## config.mk

```make
export PLATFORM = sky130hd
export DESIGN_NAME = dense_slot_allocator_core
export DESIGN_NICKNAME = d
export VERILOG_FILES = /design/src/hw/rtl/dsa_pkg.sv /design/src/hw/rtl/dense_slot_allocator_core.sv /design/src/hw/rtl/dsa_ctrl.sv /design/src/hw/rtl/dsa_datapath.sv
export SDC_FILE = /design/constraint.sdc
export NUM_CORES = 2
export LEC_CHECK = 0
export BUFFER_PORTS_ARGS = -buffer_cell sky130_fd_sc_hd__buf_2
export CORE_MARGIN = 2
export CORE_UTILIZATION = 51
export CTS_CLUSTER_DIAMETER = 40
export DETAILED_ROUTE_END_ITERATION = 10
export PLACE_DENSITY_LB_ADDON = 0.08
export SLEW_MARGIN = 5
export SYNTH_ARGS = -nofsm -noshare
export SYNTH_HDL_FRONTEND = slang
export SYNTH_SLANG_ARGS = --single-unit
```

## constraint.sdc

```tcl
create_clock -name i_clk -period 27.3 [get_ports i_clk]
set_clock_uncertainty 0.15 [all_clocks]
set_input_delay 5.46 -clock i_clk [delete_from_list [all_inputs] [get_ports i_clk]]
set_output_delay 5.46 -clock i_clk [all_outputs]
set_load 0.01 [all_outputs]
```

## src/hw/rtl/dsa_pkg.sv

```systemverilog
`timescale 1ns / 1ps

package dsa_pkg;

    // Default pool depth of the built tables.
    localparam int NUM_SLOTS_DEF = 256;

    // Widths of the interface fields.
    localparam int CMD_W   = 2;
    localparam int SLOT_W  = 8;
    localparam int POOL_W  = 9;
    localparam int STAT_W  = 2;
    localparam int COUNT_W = 9;

    // Pool size register value after reset.
    localparam logic [POOL_W-1:0] POOL_SIZE_RST = 9'd256;

    typedef enum logic [CMD_W-1:0] {
        CMD_ALLOC = 2'd0,
        CMD_FREE  = 2'd1,
        CMD_CLEAR = 2'd2
    } t_command;

    typedef enum logic [STAT_W-1:0] {
        ST_OK        = 2'd0,
        ST_FULL      = 2'd1,
        ST_RANGE     = 2'd2,
        ST_ALREADY   = 2'd3
    } t_status;

    typedef enum logic [3:0] {
        S_INIT,
        S_IDLE,
        S_ALLOC_RD,
        S_ALLOC_WR,
        S_FREE_RD,
        S_FREE_WR1,
        S_FREE_WR2,
        S_CLEAR,
        S_NOP
    } t_state;

    typedef enum logic [2:0] {
        RES_NONE,
        RES_ALLOC,
        RES_FREE_ERR,
        RES_FREE_OK,
        RES_CLEAR,
        RES_NOP
    } t_res_sel;

    typedef struct packed {
        logic     latch_in;
        logic     rd_alloc;
        logic     rd_free;
        logic     wr_free_a;
        logic     wr_free_b;
        logic     sweep_wr;
        t_res_sel res_sel;
    } t_dp_cmd;

    typedef struct packed {
        logic free_err;
        logic sweep_last;
    } t_dp_sts;

endpackage

```

## src/hw/rtl/dense_slot_allocator_core.sv

```systemverilog
`timescale 1ns / 1ps
// The result strobe is registered from the last step of each command; busy falls as the
// strobe rises, so the block takes no new command until the previous one has reported.
// The steps follow from the single-port order and position tables and their registered reads.
// Reset (synchronous, active low) starts a pass that rewrites both tables to identity with
// busy high; no strobe is given for it. Results cannot be held off by the receiver.

module dense_slot_allocator_core
    import dsa_pkg::*;
#(
    parameter int NUM_SLOTS = NUM_SLOTS_DEF
) (
    input  logic                 i_clk,
    input  logic                 i_rst_n,
    input  logic                 i_cfg_we,
    input  logic [POOL_W-1:0]    i_cfg_wdata,
    input  logic                 start,
    output logic                 busy,
    input  logic [CMD_W-1:0]     i_command,
    input  logic [SLOT_W-1:0]    i_slot_index,
    output logic                 o_strobe,
    output logic [SLOT_W-1:0]    o_granted_slot,
    output logic [STAT_W-1:0]    o_status,
    output logic [COUNT_W-1:0]   o_in_use_count
);

    // The controller walks each command through its table steps and tells the datapath
    // which read or write port to drive in each cycle. The datapath owns the tables, the
    // in-use count, the pool size register and the result registers.
    //
    // Allocate reads the order table at the count, then records the slot's position and
    // bumps the count. Free reads the slot's position and the last used slot together,
    // then swaps the two entries in two write steps. A slot counts as free when its
    // position is at or beyond the in-use count, so no separate flag store is kept.
    // Clear sweeps every entry back to identity, one entry per cycle, and reports once
    // the final entry is written.

    t_dp_cmd dp_cmd;
    t_dp_sts dp_sts;

    dsa_ctrl u_ctrl (
        .i_clk     (i_clk),
        .i_rst_n   (i_rst_n),
        .start     (start),
        .i_command (i_command),
        .i_sts     (dp_sts),
        .o_cmd     (dp_cmd),
        .busy      (busy)
    );

    dsa_datapath #(
        .NUM_SLOTS (NUM_SLOTS)
    ) u_datapath (
        .i_clk          (i_clk),
        .i_rst_n        (i_rst_n),
        .i_cfg_we       (i_cfg_we),
        .i_cfg_wdata    (i_cfg_wdata),
        .i_slot_index   (i_slot_index),
        .i_cmd          (dp_cmd),
        .o_sts          (dp_sts),
        .o_strobe       (o_strobe),
        .o_granted_slot (o_granted_slot),
        .o_status       (o_status),
        .o_in_use_count (o_in_use_count)
    );

endmodule

```

## src/hw/rtl/dsa_ctrl.sv

```systemverilog
`timescale 1ns / 1ps

module dsa_ctrl
    import dsa_pkg::*;
(
    input  logic                 i_clk,
    input  logic                 i_rst_n,
    input  logic                 start,
    input  logic [CMD_W-1:0]     i_command,
    input  t_dp_sts              i_sts,
    output t_dp_cmd              o_cmd,
    output logic                 busy
);

    t_state r_state;
    t_state n_state;

    always_ff @(posedge i_clk) begin
        if (!i_rst_n) begin
            r_state <= S_INIT;
        end else begin
            r_state <= n_state;
        end
    end

    // Next state.
    always_comb begin
        n_state = r_state;
        case (r_state)
            S_INIT: begin
                if (i_sts.sweep_last) begin
                    n_state = S_IDLE;
                end
            end
            S_IDLE: begin
                if (start) begin
                    case (t_command'(i_command))
                        CMD_ALLOC: n_state = S_ALLOC_RD;
                        CMD_FREE:  n_state = S_FREE_RD;
                        CMD_CLEAR: n_state = S_CLEAR;
                        default:   n_state = S_NOP;
                    endcase
                end
            end
            S_ALLOC_RD: n_state = S_ALLOC_WR;
            S_ALLOC_WR: n_state = S_IDLE;
            S_FREE_RD:  n_state = S_FREE_WR1;
            S_FREE_WR1: begin
                n_state = i_sts.free_err ? S_IDLE : S_FREE_WR2;
            end
            S_FREE_WR2: n_state = S_IDLE;
            S_CLEAR: begin
                if (i_sts.sweep_last) begin
                    n_state = S_IDLE;
                end
            end
            S_NOP:   n_state = S_IDLE;
            default: n_state = S_INIT;
        endcase
    end

    // Outputs.
    always_comb begin
        o_cmd = '0;
        o_cmd.res_sel = RES_NONE;
        busy = 1'b1;
        case (r_state)
            S_INIT: begin
                o_cmd.sweep_wr = 1'b1;
            end
            S_IDLE: begin
                busy = 1'b0;
                o_cmd.latch_in = start;
            end
            S_ALLOC_RD: begin
                o_cmd.rd_alloc = 1'b1;
            end
            S_ALLOC_WR: begin
                o_cmd.res_sel = RES_ALLOC;
            end
            S_FREE_RD: begin
                o_cmd.rd_free = 1'b1;
            end
            S_FREE_WR1: begin
                if (i_sts.free_err) begin
                    o_cmd.res_sel = RES_FREE_ERR;
                end else begin
                    o_cmd.wr_free_a = 1'b1;
                end
            end
            S_FREE_WR2: begin
                o_cmd.wr_free_b = 1'b1;
                o_cmd.res_sel = RES_FREE_OK;
            end
            S_CLEAR: begin
                o_cmd.sweep_wr = 1'b1;
                if (i_sts.sweep_last) begin
                    o_cmd.res_sel = RES_CLEAR;
                end
            end
            S_NOP: begin
                o_cmd.res_sel = RES_NOP;
            end
            default: begin
                busy = 1'b1;
            end
        endcase
    end

endmodule

```

## src/hw/rtl/dsa_datapath.sv

```systemverilog
`timescale 1ns / 1ps

module dsa_datapath
    import dsa_pkg::*;
#(
    parameter int NUM_SLOTS = NUM_SLOTS_DEF
) (
    input  logic                 i_clk,
    input  logic                 i_rst_n,
    input  logic                 i_cfg_we,
    input  logic [POOL_W-1:0]    i_cfg_wdata,
    input  logic [SLOT_W-1:0]    i_slot_index,
    input  t_dp_cmd              i_cmd,
    output t_dp_sts              o_sts,
    output logic                 o_strobe,
    output logic [SLOT_W-1:0]    o_granted_slot,
    output logic [STAT_W-1:0]    o_status,
    output logic [COUNT_W-1:0]   o_in_use_count
);

    localparam int AW = (NUM_SLOTS > 1) ? $clog2(NUM_SLOTS) : 1;
    localparam int CW = $clog2(NUM_SLOTS + 1);
    localparam logic [AW-1:0] LAST_ADDR = AW'(NUM_SLOTS - 1);
    localparam logic [31:0]   NUM_SLOTS_32 = 32'(NUM_SLOTS);

    // Order table and its inverse, the position table.
    logic [AW-1:0] r_order_mem [NUM_SLOTS];
    logic [AW-1:0] r_pos_mem   [NUM_SLOTS];

    logic [POOL_W-1:0]  r_pool_size;
    logic [CW-1:0]      r_used;
    logic [CW-1:0]      n_used;
    logic [AW-1:0]      r_sweep;
    logic [SLOT_W-1:0]  r_slot;
    logic [AW-1:0]      r_ord_rd;
    logic [AW-1:0]      r_pos_rd;

    logic               r_strobe;
    logic [SLOT_W-1:0]  r_granted;
    logic [STAT_W-1:0]  r_status;
    logic [COUNT_W-1:0] r_count;

    logic [31:0]   pool32;
    logic [31:0]   size32;
    logic [CW-1:0] size_eff;
    logic [31:0]   slot32;
    logic [AW-1:0] slot_addr;
    logic [AW-1:0] used_addr;
    logic [CW-1:0] used_m1;
    logic [AW-1:0] last_addr;
    logic          alloc_full;
    logic          slot_big;
    logic          alloc_ok;
    logic [31:0]   granted32;
    logic [31:0]   count32;

    logic          ord_we;
    logic [AW-1:0] ord_waddr;
    logic [AW-1:0] ord_wdata;
    logic          ord_re;
    logic [AW-1:0] ord_raddr;
    logic          pos_we;
    logic [AW-1:0] pos_waddr;
    logic [AW-1:0] pos_wdata;

    // Pool size clamped to 1..NUM_SLOTS.
    always_comb begin
        pool32 = 32'(r_pool_size);
        if (pool32 == 32'd0) begin
            size32 = 32'd1;
        end else if (pool32 > NUM_SLOTS_32) begin
            size32 = NUM_SLOTS_32;
        end else begin
            size32 = pool32;
        end
        size_eff = size32[CW-1:0];
    end

    assign slot32     = 32'(r_slot);
    assign slot_addr  = slot32[AW-1:0];
    assign used_addr  = r_used[AW-1:0];
    assign used_m1    = r_used - CW'(1);
    assign last_addr  = used_m1[AW-1:0];
    assign alloc_full = (r_used >= size_eff);
    assign slot_big   = (slot32 >= size32);
    assign alloc_ok   = (i_cmd.res_sel == RES_ALLOC) && !alloc_full;

    // An in-range slot is free exactly when its position is at or beyond the count.
    assign o_sts.free_err   = slot_big || (CW'(r_pos_rd) >= r_used);
    assign o_sts.sweep_last = (r_sweep == LAST_ADDR);

    // Table port selection.
    always_comb begin
        ord_we    = 1'b0;
        ord_waddr = r_sweep;
        ord_wdata = r_sweep;
        pos_we    = 1'b0;
        pos_waddr = r_sweep;
        pos_wdata = r_sweep;
        if (i_cmd.sweep_wr) begin
            ord_we = 1'b1;
            pos_we = 1'b1;
        end else if (alloc_ok) begin
            pos_we    = 1'b1;
            pos_waddr = r_ord_rd;
            pos_wdata = used_addr;
        end else if (i_cmd.wr_free_a) begin
            ord_we    = 1'b1;
            ord_waddr = last_addr;
            ord_wdata = slot_addr;
            pos_we    = 1'b1;
            pos_waddr = slot_addr;
            pos_wdata = last_addr;
        end else if (i_cmd.wr_free_b) begin
            ord_we    = 1'b1;
            ord_waddr = r_pos_rd;
            ord_wdata = r_ord_rd;
            pos_we    = 1'b1;
            pos_waddr = r_ord_rd;
            pos_wdata = r_pos_rd;
        end
    end

    assign ord_re    = i_cmd.rd_alloc || i_cmd.rd_free;
    assign ord_raddr = i_cmd.rd_alloc ? used_addr : last_addr;

    always_ff @(posedge i_clk) begin
        if (ord_we) begin
            r_order_mem[ord_waddr] <= ord_wdata;
        end
        if (ord_re) begin
            r_ord_rd <= r_order_mem[ord_raddr];
        end
    end

    always_ff @(posedge i_clk) begin
        if (pos_we) begin
            r_pos_mem[pos_waddr] <= pos_wdata;
        end
        if (i_cmd.rd_free) begin
            r_pos_rd <= r_pos_mem[slot_addr];
        end
    end

    always_comb begin
        n_used = r_used;
        if (i_cmd.sweep_wr) begin
            n_used = '0;
        end else if (alloc_ok) begin
            n_used = r_used + CW'(1);
        end else if (i_cmd.res_sel == RES_FREE_OK) begin
            n_used = used_m1;
        end
    end

    assign granted32 = 32'(r_ord_rd);
    assign count32   = 32'(n_used);

    always_ff @(posedge i_clk) begin
        if (!i_rst_n) begin
            r_pool_size <= POOL_SIZE_RST;
            r_used      <= '0;
            r_sweep     <= '0;
            r_strobe    <= 1'b0;
        end else begin
            if (i_cfg_we) begin
                r_pool_size <= i_cfg_wdata;
            end
            r_used <= n_used;
            if (i_cmd.sweep_wr) begin
                r_sweep <= (r_sweep == LAST_ADDR) ? '0 : r_sweep + AW'(1);
            end
            r_strobe <= (i_cmd.res_sel != RES_NONE);
        end
    end

    always_ff @(posedge i_clk) begin
        if (i_cmd.latch_in) begin
            r_slot <= i_slot_index;
        end
        if (i_cmd.res_sel != RES_NONE) begin
            r_count   <= count32[COUNT_W-1:0];
            r_granted <= alloc_ok ? granted32[SLOT_W-1:0] : '0;
            case (i_cmd.res_sel)
                RES_ALLOC:    r_status <= alloc_full ? ST_FULL : ST_OK;
                RES_FREE_ERR: r_status <= slot_big ? ST_RANGE : ST_ALREADY;
                default:      r_status <= ST_OK;
            endcase
        end
    end

    assign o_strobe       = r_strobe;
    assign o_granted_slot = r_granted;
    assign o_status       = r_status;
    assign o_in_use_count = r_count;

endmodule

```

## After elaboration in Yosys (flattened, before gate mapping)

Memory sizes are Yosys's and may differ from the RTL's. A register that Yosys moved wholly into a read port is not among the register bits.
Cells that the tools add are included.

- Flip-flop bits (word level): 58
- RAM bits: 4,096
- Output and inout bits: 21
- Word-level logic and storage cells: 93
- Memories kept: 2

Memories:

| memory | words | bits a word | read ports | clocked after memory_dff | write ports | RTL line | source |
|---|---|---|---|---|---|---|---|
| u_datapath.r_order_mem | 256 | 8 | 1 | 1 | 1 | dsa_datapath.sv:27 | `logic [AW-1:0] r_order_mem [NUM_SLOTS];` |
| u_datapath.r_pos_mem | 256 | 8 | 1 | 1 | 1 | dsa_datapath.sv:28 | `logic [AW-1:0] r_pos_mem [NUM_SLOTS];` |

- Add/subtract/negate cells: 3
- Order comparisons: 4
- Equality and inequality tests: 16
- Multiplexer cells: 48
- Reductions and logical operators: 11

Operators with widths:

| kind | number |
|---|---|
| 8-bit 2-to-1 mux | 14 |
| 9-bit 2-to-1 mux | 4 |
| 8-bit by 32-bit >= comparator with 1-bit output | 1 |
| 32-bit 2-to-1 mux | 1 |
| 4-bit case mux with 6 select lines | 1 |
| 1-bit 2-to-1 mux | 20 |
| 4-bit by 3-bit equality test with 1-bit output (second input constant) | 4 |
| 3-bit case mux with 5 select lines | 1 |
| 4-bit case mux with 3 select lines | 1 |
| 9-bit by 1-bit adder with 9-bit output (second input constant) | 1 |
| 8-bit by 9-bit >= comparator with 1-bit output | 1 |
| 9-bit >= comparator | 1 |
| 9-bit greater-than comparator (second input constant) | 1 |
| 9-bit zero test | 1 |
| 9-bit by 1-bit subtractor with 9-bit output (second input constant) | 1 |
| 8-bit by 1-bit adder with 8-bit output (second input constant) | 1 |
| 4-bit by 2-bit equality test with 1-bit output (second input constant) | 2 |
| 8-bit equality test (second input constant) | 1 |
| 4-bit 2-to-1 mux | 2 |
| 3-bit by 2-bit equality test with 1-bit output (second input constant) | 2 |
| 3-bit 2-to-1 mux | 2 |
| 4-bit by 1-bit equality test with 1-bit output (second input constant) | 1 |
| 4-bit equality test (second input constant) | 1 |
| 4-bit zero test | 1 |
| 15 further kinds | 16 |

## Logic depth before layout (Yosys ltp)

- Depth after elaboration: 13
- Depth in mapped cells: 19

## By module

Synthesis repeated with hierarchy kept, for this count alone.

- Cells, all modules: 7,326
- Area, all modules: 162,437.0 µm²

Modules (own cells, without submodules):

| module | times used | cells an instance | area an instance (µm²) | sequential area each (µm²) |
|---|---|---|---|---|
| dsa_datapath | 1 | 7,256 | 161,936.6 | 124,829.7 |
| dsa_ctrl | 1 | 70 | 500.5 | 80.1 |

## Worst setup path after synthesis

OpenSTA, ideal clock, no wires.

- Kind: register to register
- Start: reg u_datapath.r_used[0]
- End: mem u_datapath.r_pos_mem[0][0] (netlist name) (data pin)
- Setup time: 2,187 ps
- Data arrival time: 13,825 ps
- Data required time: 24,963 ps
- Slack: 11,138 ps
- Stages on the path, launching flop included: 18
- Clock period less this slack: 16,162 ps
- Path through: dfxtp_1 -> clkbuf_1 -> inv_1 -> clkbuf_1 -> clkbuf_1 -> buf_1 -> clkbuf_1 -> ha_1 -> nand2b_1 -> a211oi_1 -> o21ai_0 -> a21boi_0 -> o21a_1 -> clkbuf_1 -> clkbuf_1 -> clkbuf_1 -> a31oi_1 -> o21ai_0

- Cells in the longest elaborated chain, start to end: 8

Ends and longest elaborated chain:

| item | RTL line | source |
|---|---|---|
| from (decl) | dsa_datapath.sv:31 | `logic [CW-1:0] r_used;` |
| from (signal assigned) | dsa_datapath.sv:169 | `r_used <= n_used;` |
| 8-bit by 9-bit >= comparator with 1-bit output | dsa_datapath.sv:89 | `assign o_sts.free_err = slot_big \|\| (CW'(r_pos_rd) >= r_used);` |
| 1-bit logical OR | dsa_datapath.sv:89 |  |
| 2-bit 2-to-1 mux | dsa_ctrl.sv:85 | `if (i_sts.free_err) begin` |
| 3-bit case mux with 5 select lines | dsa_ctrl.sv:67 | `case (r_state)` |
| 3-bit by 1-bit equality test with 1-bit output | dsa_datapath.sv:86 | `assign alloc_ok = (i_cmd.res_sel == RES_ALLOC) && !alloc_full;` |
| 1-bit logical AND | dsa_datapath.sv:86 |  |
| 8-bit 2-to-1 mux * | dsa_datapath.sv:103 | `end else if (alloc_ok) begin` |
| 8-bit 2-to-1 mux * | dsa_datapath.sv:100 | `if (i_cmd.sweep_wr) begin` |
| net u_datapath.pos_wdata[0] | dsa_datapath.sv:64 | `logic [AW-1:0] pos_wdata;` |
| to (decl) | dsa_datapath.sv:28 |  |

The timed path passes the listed nets; every way through them passes the cells marked *.

## Final worst setup path

- Start: reg u_ctrl.r_state[0]
- End: out busy

- Cells in the longest elaborated chain, start to end: 2

Ends and longest elaborated chain:

| item | RTL line | source |
|---|---|---|
| from (decl) | dsa_ctrl.sv:15 | `t_state r_state;` |
| from (signal assigned) | dsa_ctrl.sv:22 | `r_state <= n_state;` |
| 4-bit by 1-bit equality test with 1-bit output | dsa_ctrl.sv:67 |  |
| 1-bit 2-to-1 mux | dsa_ctrl.sv:67 |  |
| to (decl) | dense_slot_allocator_core.sv:18 | `output logic busy,` |

Every way passes these cells.

==> results.tsv <==
metric	value	unit
net total in the final layout	10000	
number of clock buffers inserted by TritonCTS	557	
maximum number of pins on one net before global-route repair	199	
Final Cycle Share	0.296	
post-cts gate resize count	0	
aggregate negative setup slack	0	ns
final core occ	0.579	
Simple-Gate Fraction of Synth Area	0.0293	
Post-Syn Area per Cell	18.5	sq um
Cell Chain, Critical Path	nor4b_1 > inv_1 > buf_2	
total number of yosys warnings	0	
share of synthesized cell area in full adder, half adder and majority cells	0.00214	
Netlist cell types	74	
Total GRT Usage	0.266	
Routed Wire Length	488000	microns
Slew @ Worst Pin	1.32	ns
Compound-Gate Fraction of Synth Area	0.0268	
Max stage delay cell, worst path	sky130_fd_sc_hd__dfxtp_1	
clock network fraction of total power	0.455	
Pint	12100	uW
clock tree from TritonCTS	done	
endpoint class of the critical path	output port	
grt ovf	0	
clock latency of the later-clocked register in the worst-skew pair	1.03	ns
Lkg Pwr	0.0605	uW
floorplan die area	0.361	sq mm
post-synth design cell area	0.182	sq mm
signed area change from the synthesized netlist to the final layout	13.1	%
Post-route DRC	0	
combined buffer and inverter count along the critical path	2	
CP Class	reg2out	
CTS H-Tree Depth	6	
register share of total power	0.465	
Final ANT Viol Nets	0	
antenna violations before repair	34	
Post-synth ARST share	0	
Hold WS	0.394	ns
number of DRC markers after the initial detailed-route iteration	11400	
Net Count, Synth	9886	
cell at the root of the clock tree	sky130_fd_sc_hd__clkbuf_16	
biggest cell delay along the critical path	0.61	ns
maximum clock frequency	0.124	GHz
tightest slew margin relative to the limit	0.119	
type of element launching the critical path	flip-flop	
CTS Hold Bufs	0	
iteration count of the initial detailed-routing pass	7	
count of endpoints failing hold in the final timing report	0	
RSZ-0062 raised after global routing	false	
required time at the worst-slack endpoint	21.69	ns
Pwr Density	77.0	mW/mm^2
Setup Fix Bufs, Post-CTS	0	
Max Transition Viols Final	0	
xor/xnor share of the synthesized area	0.00125	
delay-heaviest family, CP	flip-flops	
net switching share of the total power	0.237	
largest family of logic cells by synthesized area	multiplexers	
share of layout cells above drive strength 1	0.222	
portion of the post-synthesis area used by sequential elements	0.688	
via count of the first global-routing pass	98800	
routed vias	98500	
core box area	0.355	sq mm
I/O Buffers	43	
Longest Clk Path Bufs	4	
chip width	601	microns
detailed placement HPWL	287000	microns
Post-synth EDFFs	4139	
worst-case vdd ir drop	0.0633	mV
minimum clock period	8.09	ns
I/O pin count	44	
number of synthesized register bits	4170	
share of cell area taken by muxes after synthesis	0.236	
average vias per placed instance	6.50	
class of the tightest hold or removal check	reg2reg	
critical path fanouts, max	14	
Routability Congestion	0.817	
DIE HEIGHT	601	microns
number of setup violations in the final report	0	
wire length of the first global-routing pass	699000	microns
part of the total power dissipated in combinational logic	0.079	
Maximum Capacitance Violations	0	
Clk pin slew, worst setup/hold paths	0.05	ns
outcome	finished, final reports clean	
clock net sink count	4170	
starting density of the core	0.512	
average wire per standard cell	32.2	microns
Most used DFF post-synth	sky130_fd_sc_hd__edfxtp_1	
gate count of the mapped netlist	9832	
Row Count	219	
P_sw	3760	uW
signal arrival time at the worst endpoint	2.48	ns
==> worst paths after layout <==
path	slack, ns	depth (start not counted)	end	startpoint
setup / recovery	19.21	3	busy	u_ctrl.r_state[0]
hold / removal	0.39	2	u_datapath.r_pool_size[2]	u_datapath.r_pool_size[2]
setup reg to reg	19.45	14	u_datapath.r_ord_rd[6]	u_datapath.r_used[0]
hold reg to reg	0.39	2	u_datapath.r_pool_size[2]	u_datapath.r_pool_size[2]
==> registers in the layout, summed over array words and instances (netlist names), 4 cells and up <==
| register | cells |
|---|---|
| u_datapath.r_pos_rd | 8 |
| u_datapath.r_pool_size | 9 |
| u_datapath.r_sweep | 8 |
| u_ctrl.r_state | 4 |
| u_datapath.o_granted_slot | 8 |
| u_datapath.r_order_mem | 2048 |
| u_datapath.r_pos_mem | 2048 |
| u_datapath.r_used | 9 |
| u_datapath.r_ord_rd | 8 |
| u_datapath.o_in_use_count | 9 |
| u_datapath.r_slot | 8 |
==> synth_stat cells (all sizes together) (9+ instances only) <==
library cell / instances / share of area
o211ai: 18 / 0.00074
a21o: 12 / 0.00050
buf: 365 / 0.0092
nor2b: 23 / 0.00079
mux2i: 1770 / 0.098
nor3: 209 / 0.0058
ha: 31 / 0.0021
dfxtp: 31 / 0.0034
inv: 23 / 0.00048
o221ai: 12 / 0.00058
a21oi: 73 / 0.0020
clkbuf: 328 / 0.0068
edfxtp: 4139 / 0.68
mux4: 1117 / 0.14
nand4: 19 / 0.00065
and2: 27 / 0.00093
nor4: 23 / 0.00079
o22a: 9 / 0.00043
o22ai: 458 / 0.016
or3: 11 / 0.00038
nand2: 100 / 0.0021
o21ai: 101 / 0.0028
and3: 9 / 0.00031
xnor2: 23 / 0.0011
nand3: 56 / 0.0015
nor2: 724 / 0.015
a22oi: 10 / 0.00041
==> area by class of cell <==
cell class	instances	area, sq um
timing repair buffer	251	1980
clock inverter	362	3950
sequential	4170	125000
clock buffer	640	14500
inverter	25	101
multi-input combinational	4944	54100
tap	4751	5940
antenna	9	22.5
fill	26400	150000
==> metal layers <==
metal / GRT usage / part of all wire / vias to the layer above
met2: 0.409 / 0.46 / 4200
li1: - / - / 41000
met1: 0.389 / 0.42 / 52400
met4: 0.0779 / 0.029 / 12
met5: 0 / 0.00015 / -
met3: 0.0505 / 0.085 / 820
==> tightest hold or removal path, delay by kind of cell, from the launching register on <==
family | cells | cell delay (ns)
multiplexers | 1 | 0.12
AND/OR/NAND/NOR | 1 | 0.05
flip-flops | 1 | 0.32
==> cells in the final DEF, fill, tap and decap left out, drive strengths merged, types with 7 or more instances in the layout <==
master    instances
a21o             12
a21oi            73
a22oi            10
a31oi             8
and2             27
and3              9
buf             251
bufinv           58
clkbuf          640
clkinv          195
clkinvlp         53
dfxtp            31
diode             9
edfxtp         4139
ha               31
inv              81
mux2i          1770
mux4           1117
nand2           100
nand3            56
nand4            19
nor2            724
nor2b            23
nor3            209
nor4             23
o2111ai           8
o211ai           18
o21ai           101
o221ai           12
o22a              9
o22ai           458
o31ai             7
or3              11
xnor2            23
==> power by group through the flow <==
| stage | Clock [uW] | Sequential (uW) | Combinational [uW] |
|---|---|---|---|
| floorplan | 0 | 7650 | 666 |
| global placement | 0 | 7490 | 1230 |
| detailed placement | 0 | 7500 | 1260 |
| CTS | 7300 | 7360 | 1260 |
| global route | 7560 | 7370 | 1310 |
| finish | 7210 | 7370 | 1250 |
==> through the flow <==
step / setup WS, ns / area, sq um / power (uW) / cells
6_report: 19.21 / 206000 / 15800 / 15200
3_3_place_gp: 19.49 / 187000 / 8720 / 14100
3_5_place_dp: 19.36 / 187000 / 8760 / 14100
4_1_cts: 19.17 / 206000 / 15900 / 15100
2_1_floorplan: 11.14 / 182000 / 8320 / 9832
5_1_grt: 19.05 / 206000 / 16200 / 15100
==> kinds of logic (layout without fill, tap and decap cells) <==
logic type / after synthesis / count (layout)
flip-flops: 4170 / 4170
XOR/XNOR: 26 / 26
buffers and inverters: 718 / 1278
AO/OA/AOI/OAI: 768 / 768
other: 0 / 9
multiplexers: 2893 / 2893
AND/OR/NAND/NOR: 1226 / 1226
adder cells (fa/ha/maj): 31 / 31
Note: power is estimated with default switching activity, not from simulation.
